$ cat src/hdl/assert_macros.svh
// Assertion macros shared by the decoder RTL
`ifndef ASSERT_MACROS_SVH
`define ASSERT_MACROS_SVH

// Check a condition in the same cycle as its trigger
`define ASSERT_SAME(lbl, ante, cons, msg) \
    lbl: assert property (@(posedge i_clk) disable iff (!i_rst_n) (ante) |-> (cons)) \
        else $error(msg);

// Check a condition in the cycle after its trigger
`define ASSERT_NEXT(lbl, ante, cons, msg) \
    lbl: assert property (@(posedge i_clk) disable iff (!i_rst_n) (ante) |=> (cons)) \
        else $error(msg);

`endif

$ cat src/hdl/sgrd_pkg.sv
// Types and constants of the SGR attribute decoder
`timescale 1ns / 1ps

package sgrd_pkg;

    localparam int PARAM_WIDTH_DEF = 16;

    // SGR parameter codes
    localparam int SGR_RESET      = 0;
    localparam int SGR_BOLD       = 1;
    localparam int SGR_DIM        = 2;
    localparam int SGR_ITALIC     = 3;
    localparam int SGR_UNDER      = 4;
    localparam int SGR_BLINK      = 5;
    localparam int SGR_REVERSE    = 7;
    localparam int SGR_INVIS      = 8;
    localparam int SGR_STRIKE     = 9;
    localparam int SGR_DBL_UNDER  = 21;
    localparam int SGR_NORMAL     = 22;
    localparam int SGR_NO_ITALIC  = 23;
    localparam int SGR_NO_UNDER   = 24;
    localparam int SGR_NO_BLINK   = 25;
    localparam int SGR_NO_REVERSE = 27;
    localparam int SGR_NO_INVIS   = 28;
    localparam int SGR_NO_STRIKE  = 29;
    localparam int SGR_FG_LO      = 30;
    localparam int SGR_FG_HI      = 37;
    localparam int SGR_FG_EXT     = 38;
    localparam int SGR_FG_DEF     = 39;
    localparam int SGR_BG_LO      = 40;
    localparam int SGR_BG_HI      = 47;
    localparam int SGR_BG_EXT     = 48;
    localparam int SGR_BG_DEF     = 49;
    localparam int SGR_UL_EXT     = 58;
    localparam int SGR_FG_BR_LO   = 90;
    localparam int SGR_FG_BR_HI   = 97;
    localparam int SGR_BG_BR_LO   = 100;
    localparam int SGR_BG_BR_HI   = 107;

    // Extended colour selectors
    localparam int SGR_EXT_INDEXED = 5;
    localparam int SGR_EXT_RGB     = 2;
    localparam logic [2:0] SKIP_INDEXED = 3'd1;
    localparam logic [2:0] SKIP_RGB     = 3'd3;

    localparam int COLOR_BRIGHT = 8;

    // Style bit positions
    localparam int ST_BOLD    = 0;
    localparam int ST_DIM     = 1;
    localparam int ST_ITALIC  = 2;
    localparam int ST_UNDER   = 3;
    localparam int ST_BLINK   = 4;
    localparam int ST_REVERSE = 5;
    localparam int ST_INVIS   = 6;
    localparam int ST_STRIKE  = 7;

    typedef enum logic [1:0] {
        KIND_NONE      = 2'd0,
        KIND_UNDERLINE = 2'd1,
        KIND_EXTENDED  = 2'd2
    } t_kind;

    typedef struct packed {
        logic [7:0] style;
        logic       fore_indexed;
        logic [3:0] fore_index;
        logic       back_indexed;
        logic [3:0] back_index;
    } t_pen;

    typedef struct packed {
        t_kind      kind;
        logic [2:0] skip;
        logic       base_next;
    } t_seq;

    typedef struct packed {
        logic sub;
        logic first;
        logic last;
        logic none;
        logic inter;
    } t_item;

    localparam t_seq SEQ_RESET = '{kind: KIND_NONE, skip: 3'd0, base_next: 1'b1};

endpackage

$ cat src/hdl/sgrd_step.sv
// Next pen and sequence state for one SGR parameter
`timescale 1ns / 1ps

module sgrd_step
    import sgrd_pkg::*;
#(
    parameter int PARAM_WIDTH = PARAM_WIDTH_DEF
) (
    input  logic [PARAM_WIDTH-1:0] i_value,
    input  t_item                  i_flags,
    input  t_pen                   i_pen,
    input  t_seq                   i_seq,
    output t_pen                   o_pen,
    output t_seq                   o_seq
);

    t_pen pen;
    t_seq seq;

    always_comb begin
        pen = i_pen;
        seq = i_seq;
        if (!i_flags.inter) begin
            if (i_flags.none) begin
                pen = '0;
                seq = SEQ_RESET;
            end else begin
                if (i_flags.first) begin
                    seq = SEQ_RESET;
                end
                if (seq.skip != 3'd0) begin
                    seq.skip = seq.skip - 3'd1;
                    if (seq.skip == 3'd0) begin
                        seq.base_next = 1'b1;
                    end
                end else if (!seq.base_next && i_flags.sub) begin
                    if (seq.kind == KIND_UNDERLINE && i_value == '0) begin
                        pen.style[ST_UNDER] = 1'b0;
                    end
                    seq.kind = KIND_NONE;
                end else if (seq.kind == KIND_EXTENDED && !seq.base_next
                             && (i_value == PARAM_WIDTH'(SGR_EXT_INDEXED)
                                 || i_value == PARAM_WIDTH'(SGR_EXT_RGB))) begin
                    seq.kind = KIND_NONE;
                    seq.skip = (i_value == PARAM_WIDTH'(SGR_EXT_INDEXED)) ?
                               SKIP_INDEXED : SKIP_RGB;
                end else begin
                    seq.base_next = 1'b0;
                    seq.kind      = KIND_NONE;
                    unique case (32'(i_value)) inside
                        SGR_RESET:      pen = '0;
                        SGR_BOLD:       pen.style[ST_BOLD]    = 1'b1;
                        SGR_DIM:        pen.style[ST_DIM]     = 1'b1;
                        SGR_ITALIC:     pen.style[ST_ITALIC]  = 1'b1;
                        SGR_UNDER: begin
                            pen.style[ST_UNDER] = 1'b1;
                            seq.kind            = KIND_UNDERLINE;
                        end
                        SGR_BLINK:      pen.style[ST_BLINK]   = 1'b1;
                        SGR_REVERSE:    pen.style[ST_REVERSE] = 1'b1;
                        SGR_INVIS:      pen.style[ST_INVIS]   = 1'b1;
                        SGR_STRIKE:     pen.style[ST_STRIKE]  = 1'b1;
                        SGR_DBL_UNDER:  pen.style[ST_UNDER]   = 1'b1;
                        SGR_NORMAL: begin
                            pen.style[ST_BOLD] = 1'b0;
                            pen.style[ST_DIM]  = 1'b0;
                        end
                        SGR_NO_ITALIC:  pen.style[ST_ITALIC]  = 1'b0;
                        SGR_NO_UNDER:   pen.style[ST_UNDER]   = 1'b0;
                        SGR_NO_BLINK:   pen.style[ST_BLINK]   = 1'b0;
                        SGR_NO_REVERSE: pen.style[ST_REVERSE] = 1'b0;
                        SGR_NO_INVIS:   pen.style[ST_INVIS]   = 1'b0;
                        SGR_NO_STRIKE:  pen.style[ST_STRIKE]  = 1'b0;
                        SGR_FG_DEF: begin
                            pen.fore_indexed = 1'b0;
                            pen.fore_index   = 4'd0;
                        end
                        SGR_BG_DEF: begin
                            pen.back_indexed = 1'b0;
                            pen.back_index   = 4'd0;
                        end
                        SGR_FG_EXT, SGR_BG_EXT, SGR_UL_EXT: seq.kind = KIND_EXTENDED;
                        [SGR_FG_LO:SGR_FG_HI]: begin
                            pen.fore_indexed = 1'b1;
                            pen.fore_index   = i_value[3:0] - 4'(SGR_FG_LO);
                        end
                        [SGR_BG_LO:SGR_BG_HI]: begin
                            pen.back_indexed = 1'b1;
                            pen.back_index   = i_value[3:0] - 4'(SGR_BG_LO);
                        end
                        [SGR_FG_BR_LO:SGR_FG_BR_HI]: begin
                            pen.fore_indexed = 1'b1;
                            pen.fore_index   = i_value[3:0]
                                               - 4'(SGR_FG_BR_LO - COLOR_BRIGHT);
                        end
                        [SGR_BG_BR_LO:SGR_BG_BR_HI]: begin
                            pen.back_indexed = 1'b1;
                            pen.back_index   = i_value[3:0]
                                               - 4'(SGR_BG_BR_LO - COLOR_BRIGHT);
                        end
                        default: ;
                    endcase
                end
            end
        end
    end

    assign o_pen = pen;
    assign o_seq = seq;

endmodule

$ cat src/hdl/sgr_attribute_decoder_core.sv
// SGR attribute decoder: one parameter per cycle unless stalled, pen reported at sequence end
//
// Takes one SGR parameter per transfer and keeps the current pen (eight style
// flags, default or indexed foreground and background). Each parameter is
// registered at the input and applied to the pen by the decode step; a
// parameter that ends a sequence (or an empty sequence) loads the result
// register, so a result passes through the input register and the result
// register before it can transfer.
// The input takes a new parameter every cycle; it stalls only when a
// sequence end waits on a full result register whose transfer is held off.
`timescale 1ns / 1ps
`include "assert_macros.svh"

module sgr_attribute_decoder_core
    import sgrd_pkg::*;
#(
    parameter int PARAM_WIDTH = PARAM_WIDTH_DEF
) (
    input  logic                   i_clk,
    input  logic                   i_rst_n,
    input  logic                   i_in_valid,
    output logic                   o_in_stall,
    input  logic [PARAM_WIDTH-1:0] i_param_value,
    input  logic                   i_is_subparam,
    input  logic                   i_first_param,
    input  logic                   i_last_param,
    input  logic                   i_no_params,
    input  logic                   i_has_intermediates,
    output logic                   o_out_valid,
    input  logic                   i_out_stall,
    output logic                   o_accepted,
    output logic [7:0]             o_style_flags,
    output logic                   o_fore_indexed,
    output logic [3:0]             o_fore_index,
    output logic                   o_back_indexed,
    output logic [3:0]             o_back_index
);

    logic                   r_s1_valid;
    logic [PARAM_WIDTH-1:0] r_s1_value;
    t_item                  r_s1;
    t_pen                   r_pen;
    t_seq                   r_seq;
    logic                   r_out_valid;
    logic                   r_out_accepted;
    t_pen                   r_out_pen;
    t_pen                   n_pen;
    t_seq                   n_seq;
    logic                   s1_res;
    logic                   out_free;
    logic                   s1_fire;
    logic                   in_ready;
    logic                   in_fire;

    assign s1_res   = r_s1.last | r_s1.none;
    assign out_free = !r_out_valid || !i_out_stall;
    assign s1_fire  = r_s1_valid && (!s1_res || out_free);
    assign in_ready = !r_s1_valid || s1_fire;
    assign in_fire  = i_in_valid && in_ready;

    sgrd_step #(
        .PARAM_WIDTH(PARAM_WIDTH)
    ) u_step (
        .i_value (r_s1_value),
        .i_flags (r_s1),
        .i_pen   (r_pen),
        .i_seq   (r_seq),
        .o_pen   (n_pen),
        .o_seq   (n_seq)
    );

    always_ff @(posedge i_clk) begin
        if (!i_rst_n) begin
            r_s1_valid  <= 1'b0;
            r_pen       <= '0;
            r_seq       <= SEQ_RESET;
            r_out_valid <= 1'b0;
        end else begin
            if (in_ready) begin
                r_s1_valid <= i_in_valid;
            end
            if (s1_fire) begin
                r_pen <= n_pen;
                r_seq <= n_seq;
            end
            if (s1_fire && s1_res) begin
                r_out_valid <= 1'b1;
            end else if (!i_out_stall) begin
                r_out_valid <= 1'b0;
            end
        end
    end

    always_ff @(posedge i_clk) begin
        if (in_fire) begin
            r_s1_value <= i_param_value;
            r_s1       <= '{sub: i_is_subparam, first: i_first_param, last: i_last_param,
                            none: i_no_params, inter: i_has_intermediates};
        end
        if (s1_fire && s1_res) begin
            r_out_accepted <= !r_s1.inter;
            r_out_pen      <= n_pen;
        end
    end

    assign o_in_stall     = !in_ready;
    assign o_out_valid    = r_out_valid;
    assign o_accepted     = r_out_accepted;
    assign o_style_flags  = r_out_pen.style;
    assign o_fore_indexed = r_out_pen.fore_indexed;
    assign o_fore_index   = r_out_pen.fore_index;
    assign o_back_indexed = r_out_pen.back_indexed;
    assign o_back_index   = r_out_pen.back_index;

    `ASSERT_NEXT(a_reject_holds_pen, s1_fire && r_s1.inter, $stable(r_pen), "rejected item changed pen")
    `ASSERT_NEXT(a_empty_resets, s1_fire && r_s1.none && !r_s1.inter, r_pen == '0 && r_seq.base_next, "empty sequence did not reset pen")
    `ASSERT_SAME(a_skip_range, 1'b1, r_seq.skip <= SKIP_RGB, "skip count out of range")
    `ASSERT_SAME(a_result_room, s1_fire && s1_res, out_free, "result register overwritten")

endmodule

$ cat config.mk
export PLATFORM = sky130hd
export DESIGN_NAME = sgr_attribute_decoder_core
export DESIGN_NICKNAME = d
export VERILOG_FILES = /design/src/hdl/sgrd_pkg.sv /design/src/hdl/sgrd_step.sv /design/src/hdl/sgr_attribute_decoder_core.sv
export VERILOG_INCLUDE_DIRS = /design/src /design/src/hdl
export SDC_FILE = /design/constraint.sdc
export NUM_CORES = 1
export LEC_CHECK = 0
export BUFFER_PORTS_ARGS = -buffer_cell sky130_fd_sc_hd__buf_2
export CAP_MARGIN = 20
export CORE_MARGIN = 5
export CORE_UTILIZATION = 58
export DETAILED_ROUTE_END_ITERATION = 7
export GPL_TIMING_DRIVEN = 0
export PLACE_DENSITY = 0.77
export SETUP_SLACK_MARGIN = 0.05
export SLEW_MARGIN = 40
export SYNTH_ARGS = -nofsm -noshare
export SYNTH_HDL_FRONTEND = slang
export SYNTH_SLANG_ARGS = --single-unit
$ cat constraint.sdc
create_clock -name i_clk -period 3.3 [get_ports i_clk]
set_input_delay 0.165 -clock i_clk [delete_from_list [all_inputs] [get_ports i_clk]]
set_output_delay 0.165 -clock i_clk [all_outputs]
set_load 0.01 [all_outputs]
# Word-level counts from Yosys, hierarchy flattened
# Cells that the tools add are included.
# op_classes
eq_ne	24
reduce_logical	37
n_bitwise	2
mux	34
n_addsub	5
order_cmp	8
# op_table
cell	n
== test 16 x 5 -> 1 bit, second input constant	8
== test 16 x 6 -> 1 bit, second input constant	5
2-to-1 mux 18 bit	4
== test 16 x 3 -> 1 bit, second input constant	3
== test 16 x 2 -> 1 bit, second input constant	2
== test 16 x 4 -> 1 bit, second input constant	2
>= comparator 16 x 7 -> 1 bit, second input constant	2
less-or-equal comparator 16 x 6 -> 1 bit, second input constant	2
less-or-equal comparator 16 x 7 -> 1 bit, second input constant	2
case mux 5 bit (3 select lines)	2
2-to-1 mux 6 bit	4
OR reduction 2 bit	10
== test 16 x 1 -> 1 bit, second input constant	1
>= comparator 16 x 5 -> 1 bit, second input constant	1
>= comparator 16 x 6 -> 1 bit, second input constant	1
logical NOT 16 bit	1
case mux 1 bit (2 select lines)	8
2-to-1 mux 13 bit	1
2-to-1 mux 4 bit	3
subtractor 4 bit, second input constant	3
logical AND 1 bit	11
2-to-1 mux 2 bit	4
logical NOT 1 bit	7
2-to-1 mux 1 bit	6
other kinds (14)	17
# totals
regBits	66
wordCells	132
out_inout_bits	21

# Logic depth before layout (Yosys ltp)
# Gate-level depths: netlist of run 1.
# depth
word_depth	11
ltp_mapped	13
depth_no_buf	12

# By module
# From an unflattened synthesis of run 1, not the netlist that was laid out.
# hier_totals
cells_unflattened	377
hier_area_um2	3618.5
# modules_own_cells
module	area_each_um2	instances	cells_per_inst	seq_area_each_um2
sgr_attribute_decoder_core	2280.9	1	157	1721.7
sgrd_step	1337.5	1	220	0.0

# Worst setup path before layout of run 1
# OpenSTA, ideal clock, no wires.
# synth_path
kind	register to register
from	register r_s1_value[2]
to	register r_out_pen (netlist bit o_fore_index[3]), data pin
stages_incl_launch_ff	13
setup_slack_ns	0.615
arrival_ns	2.428
setup_ns	0.256
path_buffers	0
cell_sequence	edfxtp_1 inv_1 ha_1 a21o_1 o211ai_1 a21oi_1 and2_1 xnor2_1 ha_1 nand2b_1 a22oi_1 nand3b_1 a22o_1
# synth_rtl
item	line	rtl
from (decl)	sgr_attribute_decoder_core.sv:40	logic [PARAM_WIDTH-1:0] r_s1_value;
from (signal assigned)	sgr_attribute_decoder_core.sv:96	r_s1_value <= i_param_value;
to (signal assigned)	sgr_attribute_decoder_core.sv:102	r_out_pen <= n_pen;
to (decl)	sgr_attribute_decoder_core.sv:46	t_pen r_out_pen;

==> results of run 1 <==
==> final cells by class <==
type / count / area share
inverter: 9 / 0.00776
clock inverter: 5 / 0.0285
sequential: 66 / 0.396
buffer: 21 / 0.0204
multi-input combinational: 257 / 0.394
tap: 75 / 0.0216
timing repair buffer: 65 / 0.0978
clock buffer: 11 / 0.0348
==> per-stage QoR <==
stage	std cells	total power, mW	setup slack, ps	instance area (µm²)	utilization
floorplan	355	1.03	615	3540	-
global placement	475	1.08	199	3860	0.652
detailed placement	475	1.09	146	3880	0.655
CTS	511	2.01	131	4350	0.735
global route	509	2.08	9.33	4350	0.735
finish	509	2.02	208	4350	0.735
==> flip-flops by register name, summed over array words and instances, names as in the netlist <==
| signal | flops |
|---|---|
| o_out_valid | 1 |
| r_seq | 6 |
| o_back_index | 4 |
| o_back_indexed | 1 |
| r_pen | 18 |
| o_style_flags | 8 |
| o_fore_indexed | 1 |
| o_fore_index | 4 |
| r_s1_valid | 1 |
| r_s1 | 5 |
| r_s1_value | 16 |
| o_accepted | 1 |
==> Yosys cell counts, types with 2 or more instances <==
cell | number | share of area
a21oi_2 | 2 | 0.0049
and3_1 | 3 | 0.0053
a21o_1 | 5 | 0.011
nand3_1 | 11 | 0.016
o21ai_0 | 23 | 0.033
nand2b_1 | 10 | 0.018
edfxtp_1 | 40 | 0.34
nor3_1 | 10 | 0.014
o21ai_2 | 2 | 0.0049
nand4_1 | 4 | 0.0071
o21ai_1 | 5 | 0.0071
a32o_1 | 2 | 0.0057
ha_1 | 9 | 0.032
a211oi_1 | 4 | 0.0085
o21a_1 | 7 | 0.015
xnor2_1 | 2 | 0.0049
and2_1 | 6 | 0.011
a2111o_1 | 2 | 0.0064
o211ai_1 | 2 | 0.0042
buf_1 | 4 | 0.0042
a22oi_1 | 3 | 0.0064
o2bb2ai_1 | 3 | 0.0074
a31oi_1 | 3 | 0.0053
a21oi_1 | 23 | 0.033
o31ai_1 | 6 | 0.013
clkbuf_1 | 11 | 0.012
buf_2 | 8 | 0.011
a21boi_0 | 4 | 0.0085
or2_2 | 3 | 0.0053
a22o_1 | 16 | 0.040
nor3b_1 | 2 | 0.0042
nand2_1 | 27 | 0.029
nor4_1 | 4 | 0.0071
o22ai_1 | 3 | 0.0053
nand3b_1 | 4 | 0.0085
a32oi_1 | 2 | 0.0049
inv_1 | 9 | 0.0095
nor2_1 | 17 | 0.018
dfxtp_1 | 26 | 0.15
nor2b_1 | 4 | 0.0071
==> routing by layer <==
metal,up-vias,share of wire,track usage,wire (µm)
met5,-,0,0,0
met4,0,0.024,0.0989,219
met3,24,0.081,0.0395,736
met2,168,0.46,0.392,4210
met1,1495,0.43,0.330,3900
li1,1501,-,-,-
==> final timing paths <==
kind,from,to,slack (ps),depth (start not counted)
worst min-delay path,i_has_intermediates,r_s1[0],5,1
worst max register to register,r_s1_value[3],o_fore_index[3],210,12
worst min register to register,r_seq[1],r_seq[1],470,2
worst max-delay path,r_s1_value[3],o_fore_index[3],210,12
==> power by group through the flow <==
stage	sequential, mW	combinational (mW)	clock (mW)
3_5_place_dp	0.933	0.153	0
5_1_grt	0.917	0.191	0.976
3_3_place_gp	0.932	0.149	0
6_report	0.915	0.177	0.928
2_1_floorplan	0.935	0.0926	0
4_1_cts	0.914	0.173	0.928
==> cells by family (layout without fill, tap and decap cells) <==
| kind of cell | after synthesis | after routing |
|---|---|---|
| AO/OA/AOI/OAI | 127 | 127 |
| AND/OR/NAND/NOR | 117 | 117 |
| flip-flops | 66 | 66 |
| buffers and inverters | 32 | 111 |
| adder cells (fa/ha/maj) | 9 | 9 |
| XOR/XNOR | 2 | 2 |
| multiplexers | 2 | 2 |
==> timing repair <==
action                                  CTS  global route
endpoints found under the setup margin    0            13
hold buffers                             20             0
setup buffers                             0             0
resized for setup                         0             2
endpoints found under the hold margin    20             0
==> impl_metrics.py, run 1 <==
metrics = {
    "cells_and_area": {
        "finish.net_count": 463,
        "layout_common_cells": "buf_2, edfxtp_1, nand2_1",
        "multiInputGateArea_um2": 1710,
        "area_growth_syn_to_layout_pct": 22.9,
        "drive_above_1_share": 0.198,
        "mostFrequentLayoutCell": "buf_2",
        "seq_area_um2": 1720,
        "fillers": 410,
        "num_antenna_cells": 0,
    },
    "synthesis": {
        "synth-simple-area-share": 0.179,
        "synth_fp_nets": 389,
        "synthXorXnorAreaFrac": 0.00495,
        "complex_gate_fraction_of_the_synthesized_area": 0.255,
        "synth-edff-count": 40,
        "post_synth_inst_count": 355,
        "synth_area_um2": 3540,
        "synthArstFlopShare": 0,
        "synthAdderAreaFrac": 0.0318,
        "synth_top_family_by_area": "compound AO/OA/AOI/OAI gates",
        "ys_seq_area_frac": 0.486,
        "number_of_warnings_issued_by_yosys": 0,
        "ys_dominant_reg_cell": "edfxtp_1",
        "post_synth.cell_area_avg_um2": 9.97,
        "synthDistinctLibCells": 64,
        "synth.ff_latch_count": 66,
        "synthMuxAreaShare": 0.00601,
    },
    "placement": {
        "number_of_port_buffers": 45,
        "place.gp.congestion": 0.912,
        "place.detailed.hpwl_um": 6200,
    },
    "die": {
        "number_of_top_level_pins": 46,
        "core-area_um2": 5920,
        "floorplan.initialDensity": 0.598,
        "die_x_um": 88.1,
        "core.rowCount": 28,
        "fp.dieH_um": 88.1,
        "fp.dieArea_um2": 7770,
    },
    "setup_path": {
        "critical_path.endpoint_type": "flop",
        "required_ps": 3400,
        "critical_path_class": "flop to flop",
        "startpoint_type": "flop",
        "series_of_cell_instances_along_the_critical_path": "clkbuf_1 -> inv_1 -> ha_2 -> a32oi_1 -> o2bb2ai_1 -> and2_1 -> xnor2_1 -> ha_1 -> nand2b_1 -> a22oi_1 -> nand3b_1 -> a22o_1",
        "cp_slowest_stage_delay_ps": 420,
        "timing.critical_path.slowest_stage_cell": "edfxtp_1",
        "worst_ep_arrival_time_ps": 3190,
        "critPathBufInv": 2,
        "path_delay_family": "compound AO/OA/AOI/OAI gates",
        "critical_path.max_fanout": 9,
    },
    "sta": {
        "setup-tns-final_ps": 0,
        "rsz0062_at_grt": "yes",
        "timing_max_transition_violations_final": 0,
        "whs_ps": 5.08,
        "report.final.setup_viol": 0,
        "worst_slew_pin_slew_ps": 626,
        "finalWorstPathRequiredPeriod_ps": 3090,
        "finalHoldViolations": 0,
        "max-slew-margin-rel": 0.578,
        "finClkSkew_ps": 6.99,
        "max_clock_freq_mhz": 323,
        "post_route_fraction_of_the_period_consumed_by_the_critical_path": 0.937,
    },
    "clock_tree": {
        "clk_transition_reported_paths_ps": 70,
        "clock-sinks": 66,
        "tritoncts_clock_tree": "done",
        "cts_buffer_depth": 2,
        "cts-buffers-inserted": 9,
        "htree_num_levels": 3,
        "clk_root_buffer_cell": "clkbuf_8",
        "source_to_sink_clock_delay_at_the_later_pin_of_the_worst_skew_pair_ps": 350,
    },
    "grt": {
        "grt_max_degree": 22,
        "total_routing_usage_reported_by_global_routing": 0.244,
        "first_global_vias": 2905,
        "grt.overflow.total": 0,
        "grt_first_pass_wirelength_um": 14500,
        "number_of_antenna_violations_at_the_first_check_in_global_routing": 0,
    },
    "power": {
        "pwr_density_cell_nw_per_um2": 464,
        "total_leakage_power_nw": 1.60,
        "power.share.sequential": 0.453,
        "combinational_fraction_of_design_power": 0.088,
        "worst_ir_drop_vdd_mv": 0.356,
        "power.internal_mw": 1.59,
        "power.switching_uw": 434,
        "power.clock.fraction": 0.459,
        "power_switching_share": 0.215,
    },
    "detailed_routing": {
        "vias_per_cell": 6.26,
        "dr_total_vias": 3188,
        "detail-route-antenna-nets": 0,
        "wirelength_um": 9070,
        "detail_route.drc_violations": 0,
        "dr.first_iter.drc_count": 283,
        "first_pass_iters": 5,
        "post_drt_wl_per_cell_um": 17.8,
    },
    "flow_run": {
        "max_cap_viol_count": 0,
    },
    "run_status": {
        "run_status": "finished, final reports clean",
    },
    "worst_hold_path": {
        "hold_path.class": "input port to flop",
    },
}
No activity file was read; power rests on OpenSTA's default activity.
==> run 2: changes to the inputs <==
--- a/config.mk
+++ b/config.mk
@@ -17,4 +17,5 @@
 export SLEW_MARGIN = 40
 export SYNTH_ARGS = -nofsm -noshare
 export SYNTH_HDL_FRONTEND = slang
+export SYNTH_HIERARCHICAL = 1
 export SYNTH_SLANG_ARGS = --single-unit
==> impl_metrics.py, run 2 <==
metrics = {
    "synthesis": {
        "yosys.cell_count.top_type": "nand2_1",
        "synth.top_cell.area_share": 0.332,
        "ys_seq_area_frac": 0.476,
        "synth-edff-count": 40,
        "ys_dominant_reg_cell": "edfxtp_1",
        "post_synth_inst_count": 377,
        "post_synth.cell_area_avg_um2": 9.60,
        "synth.ff_latch_count": 66,
        "synthDistinctLibCells": 58,
        "synth_fp_nets": 411,
        "synth_top_cells_by_area": "edfxtp_1, dfxtp_1, nand2_1, mux2i_1, ha_1",
        "synthArstFlopShare": 0,
        "yosysTopAreaCell": "edfxtp_1",
        "synth.cells.most_frequent": "nand2_1, edfxtp_1, dfxtp_1, mux2i_1",
        "synth_area_um2": 3620,
        "number_of_warnings_issued_by_yosys": 6,
    },
    "cells_and_area": {
        "largest_register": "r_pen",
        "drive_above_1_share": 0.201,
        "multiInputGateArea_um2": 1760,
        "area_growth_syn_to_layout_pct": 21.8,
        "fillers": 434,
        "seq_area_um2": 1720,
        "utilization": 0.736,
        "largest_register_ffs": 18,
        "finish.net_count": 487,
        "mostFrequentLayoutCell": "nand2_1",
        "num_antenna_cells": 0,
        "layout_common_cells": "nand2_1, buf_2, edfxtp_1",
    },
    "sta": {
        "worst_slew_pin_slew_ps": 757,
        "whs_ps": 55.0,
        "timing_max_transition_violations_final": 0,
        "max_clock_freq_mhz": 327,
        "finalHoldViolations": 0,
        "report.final.setup_viol": 0,
        "rsz0062_at_grt": "no",
        "finalWorstPathRequiredPeriod_ps": 3060,
        "max-slew-margin-rel": 0.491,
        "final_critical_path_setup_slack_ps": 243,
        "finClkSkew_ps": 8.45,
        "setup-tns-final_ps": 0,
        "post_route_fraction_of_the_period_consumed_by_the_critical_path": 0.926,
    },
    "worst_hold_path": {
        "hold_path.class": "input port to flop",
    },
    "detailed_routing": {
        "wirelength_um": 9780,
        "detail-route-antenna-nets": 0,
        "dr.first_iter.drc_count": 238,
        "detail_route.drc_violations": 0,
        "post_drt_wl_per_cell_um": 18.4,
        "first_pass_iters": 5,
        "dr_total_vias": 3179,
        "vias_per_cell": 5.96,
    },
    "setup_path": {
        "critPathBufInv": 1,
        "startpoint_type": "flop",
        "critical_path.endpoint_type": "flop",
        "path_delay_family": "simple AND/OR/NAND/NOR gates",
        "required_ps": 3570,
        "series_of_cell_instances_along_the_critical_path": "inv_1 -> ha_1 -> and3b_1 -> o2111ai_4 -> o21ai_4 -> or3_4 -> nor4_2 -> a21oi_1 -> o21ai_0 -> nand2_1 -> mux2i_1",
        "critical_path_class": "flop to flop",
        "timing.critical_path.slowest_stage_cell": "edfxtp_1",
        "critical_path.max_fanout": 8,
        "worst_ep_arrival_time_ps": 3330,
        "cp_slowest_stage_delay_ps": 470,
    },
    "clock_tree": {
        "clk_transition_reported_paths_ps": 80,
        "source_to_sink_clock_delay_at_the_later_pin_of_the_worst_skew_pair_ps": 350,
        "tritoncts_clock_tree": "done",
        "htree_num_levels": 3,
        "clock-sinks": 66,
        "clk_root_buffer_cell": "clkbuf_8",
        "number_of_buffers_inserted_by_post_cts_setup_repair": 0,
        "cts-buffers-inserted": 9,
        "cts_buffer_depth": 2,
    },
    "power": {
        "worst_ir_drop_vdd_mv": 0.399,
        "total_leakage_power_nw": 1.68,
        "pwr_density_cell_nw_per_um2": 434,
        "p_total_mw": 1.91,
    },
    "die": {
        "core-area_um2": 5990,
        "die_x_um": 89.0,
        "floorplan.initialDensity": 0.604,
        "fp.dieH_um": 89.0,
        "number_of_top_level_pins": 46,
        "fp.dieArea_um2": 7920,
        "core.rowCount": 28,
    },
    "grt": {
        "total_routing_usage_reported_by_global_routing": 0.265,
        "grt_max_degree": 22,
        "grt_first_pass_wirelength_um": 15800,
        "number_of_antenna_violations_at_the_first_check_in_global_routing": 0,
        "grt.overflow.total": 0,
        "first_global_vias": 3051,
    },
    "run_status": {
        "run_status": "finished, final reports clean",
    },
    "placement": {
        "number_of_port_buffers": 44,
        "place.detailed.hpwl_um": 6930,
        "place.gp.congestion": 0.958,
        "place_worst_setup_slack_ps": 231,
    },
    "flow_run": {
        "max_cap_viol_count": 0,
    },
}
-- run 2: cell types whose count changed after synthesis, sizes merged, moves of 6 or more --
cell / change
mux2i: +25
a22o: -15
o21ai: -7
and2: -6
a21oi: -10
nand2: +56
nor2: +6
-- run 2: what timing repair did --
item / CTS / global route
endpoints found under the hold margin: 21 / 0
setup endpoints to repair: 0 / 4
hold buffers: 21 / 0
resized for setup: 0 / 3
-- run 2: cells by family (layout without fill, tap and decap cells) --
| logic type | Yosys count | in the layout | share of synthesized area |
|---|---|---|---|
| flops | 66 | 66 | 0.476 |
| compound gates | 74 | 74 | 0.142 |
| buf+inv | 31 | 112 | 0.0456 |
| simple gates | 167 | 167 | 0.223 |
| fa+ha+maj | 9 | 9 | 0.0311 |
| mux | 27 | 27 | 0.0750 |
| xor+xnor | 3 | 3 | 0.00726 |
-- run 2: final cells by class --
type | count | area share
buffer | 19 | 0.0273
clock buffer | 11 | 0.0346
clock inverter | 5 | 0.0193
inverter | 12 | 0.0102
multi-input combinational | 280 | 0.399
sequential | 66 | 0.391
tap | 75 | 0.0213
timing repair buffer | 65 | 0.0977
-- run 2: where the power goes --
part / internal [mW] / switching [mW] / total (mW)
combinational: 0.0783 / 0.117 / 0.195
sequential: 0.896 / 0.0160 / 0.912
clock: 0.474 / 0.329 / 0.804
total: 1.45 / 0.462 / 1.91
-- run 2: path summary, 6_finish.rpt --
check / startpoint / end / cells past startpoint / slack (ps)
setup reg to reg: r_s1_value[3] / r_pen[13] / 11 / 240
setup / recovery: r_s1_value[3] / r_pen[13] / 11 / 240
hold / removal: i_in_valid / r_s1_valid / 2 / 60
hold reg to reg: r_pen[10] / r_pen[10] / 2 / 470
-- run 2: per-layer routing --
| layer | up-vias | global-route usage | part of all wire |
|---|---|---|---|
| li1 | 1519 | - | - |
| met1 | 1515 | 0.352 | 0.44 |
| met2 | 129 | 0.437 | 0.47 |
| met3 | 16 | 0.0452 | 0.066 |
| met4 | 0 | 0.0974 | 0.021 |
| met5 | - | 0 | 0 |
-- run 2: through the flow --
| stage | cell area, µm² | instances |
|---|---|---|
| after floorplan | 3620 | 377 |
| after global placement | 3930 | 496 |
| after detailed placement | 3940 | 496 |
| after CTS | 4390 | 533 |
| after global routing | 4410 | 533 |
| final | 4410 | 533 |
-- run 2: worst register-to-register path: stages (launching register included) --
cell	delay (ps)
edfxtp_1	470
inv_1	170
ha_1	330
and3b_1	300
o2111ai_4	270
o21ai_4	110
or3_4	390
nor4_2	360
a21oi_1	80
o21ai_0	230
nand2_1	90
mux2i_1	180
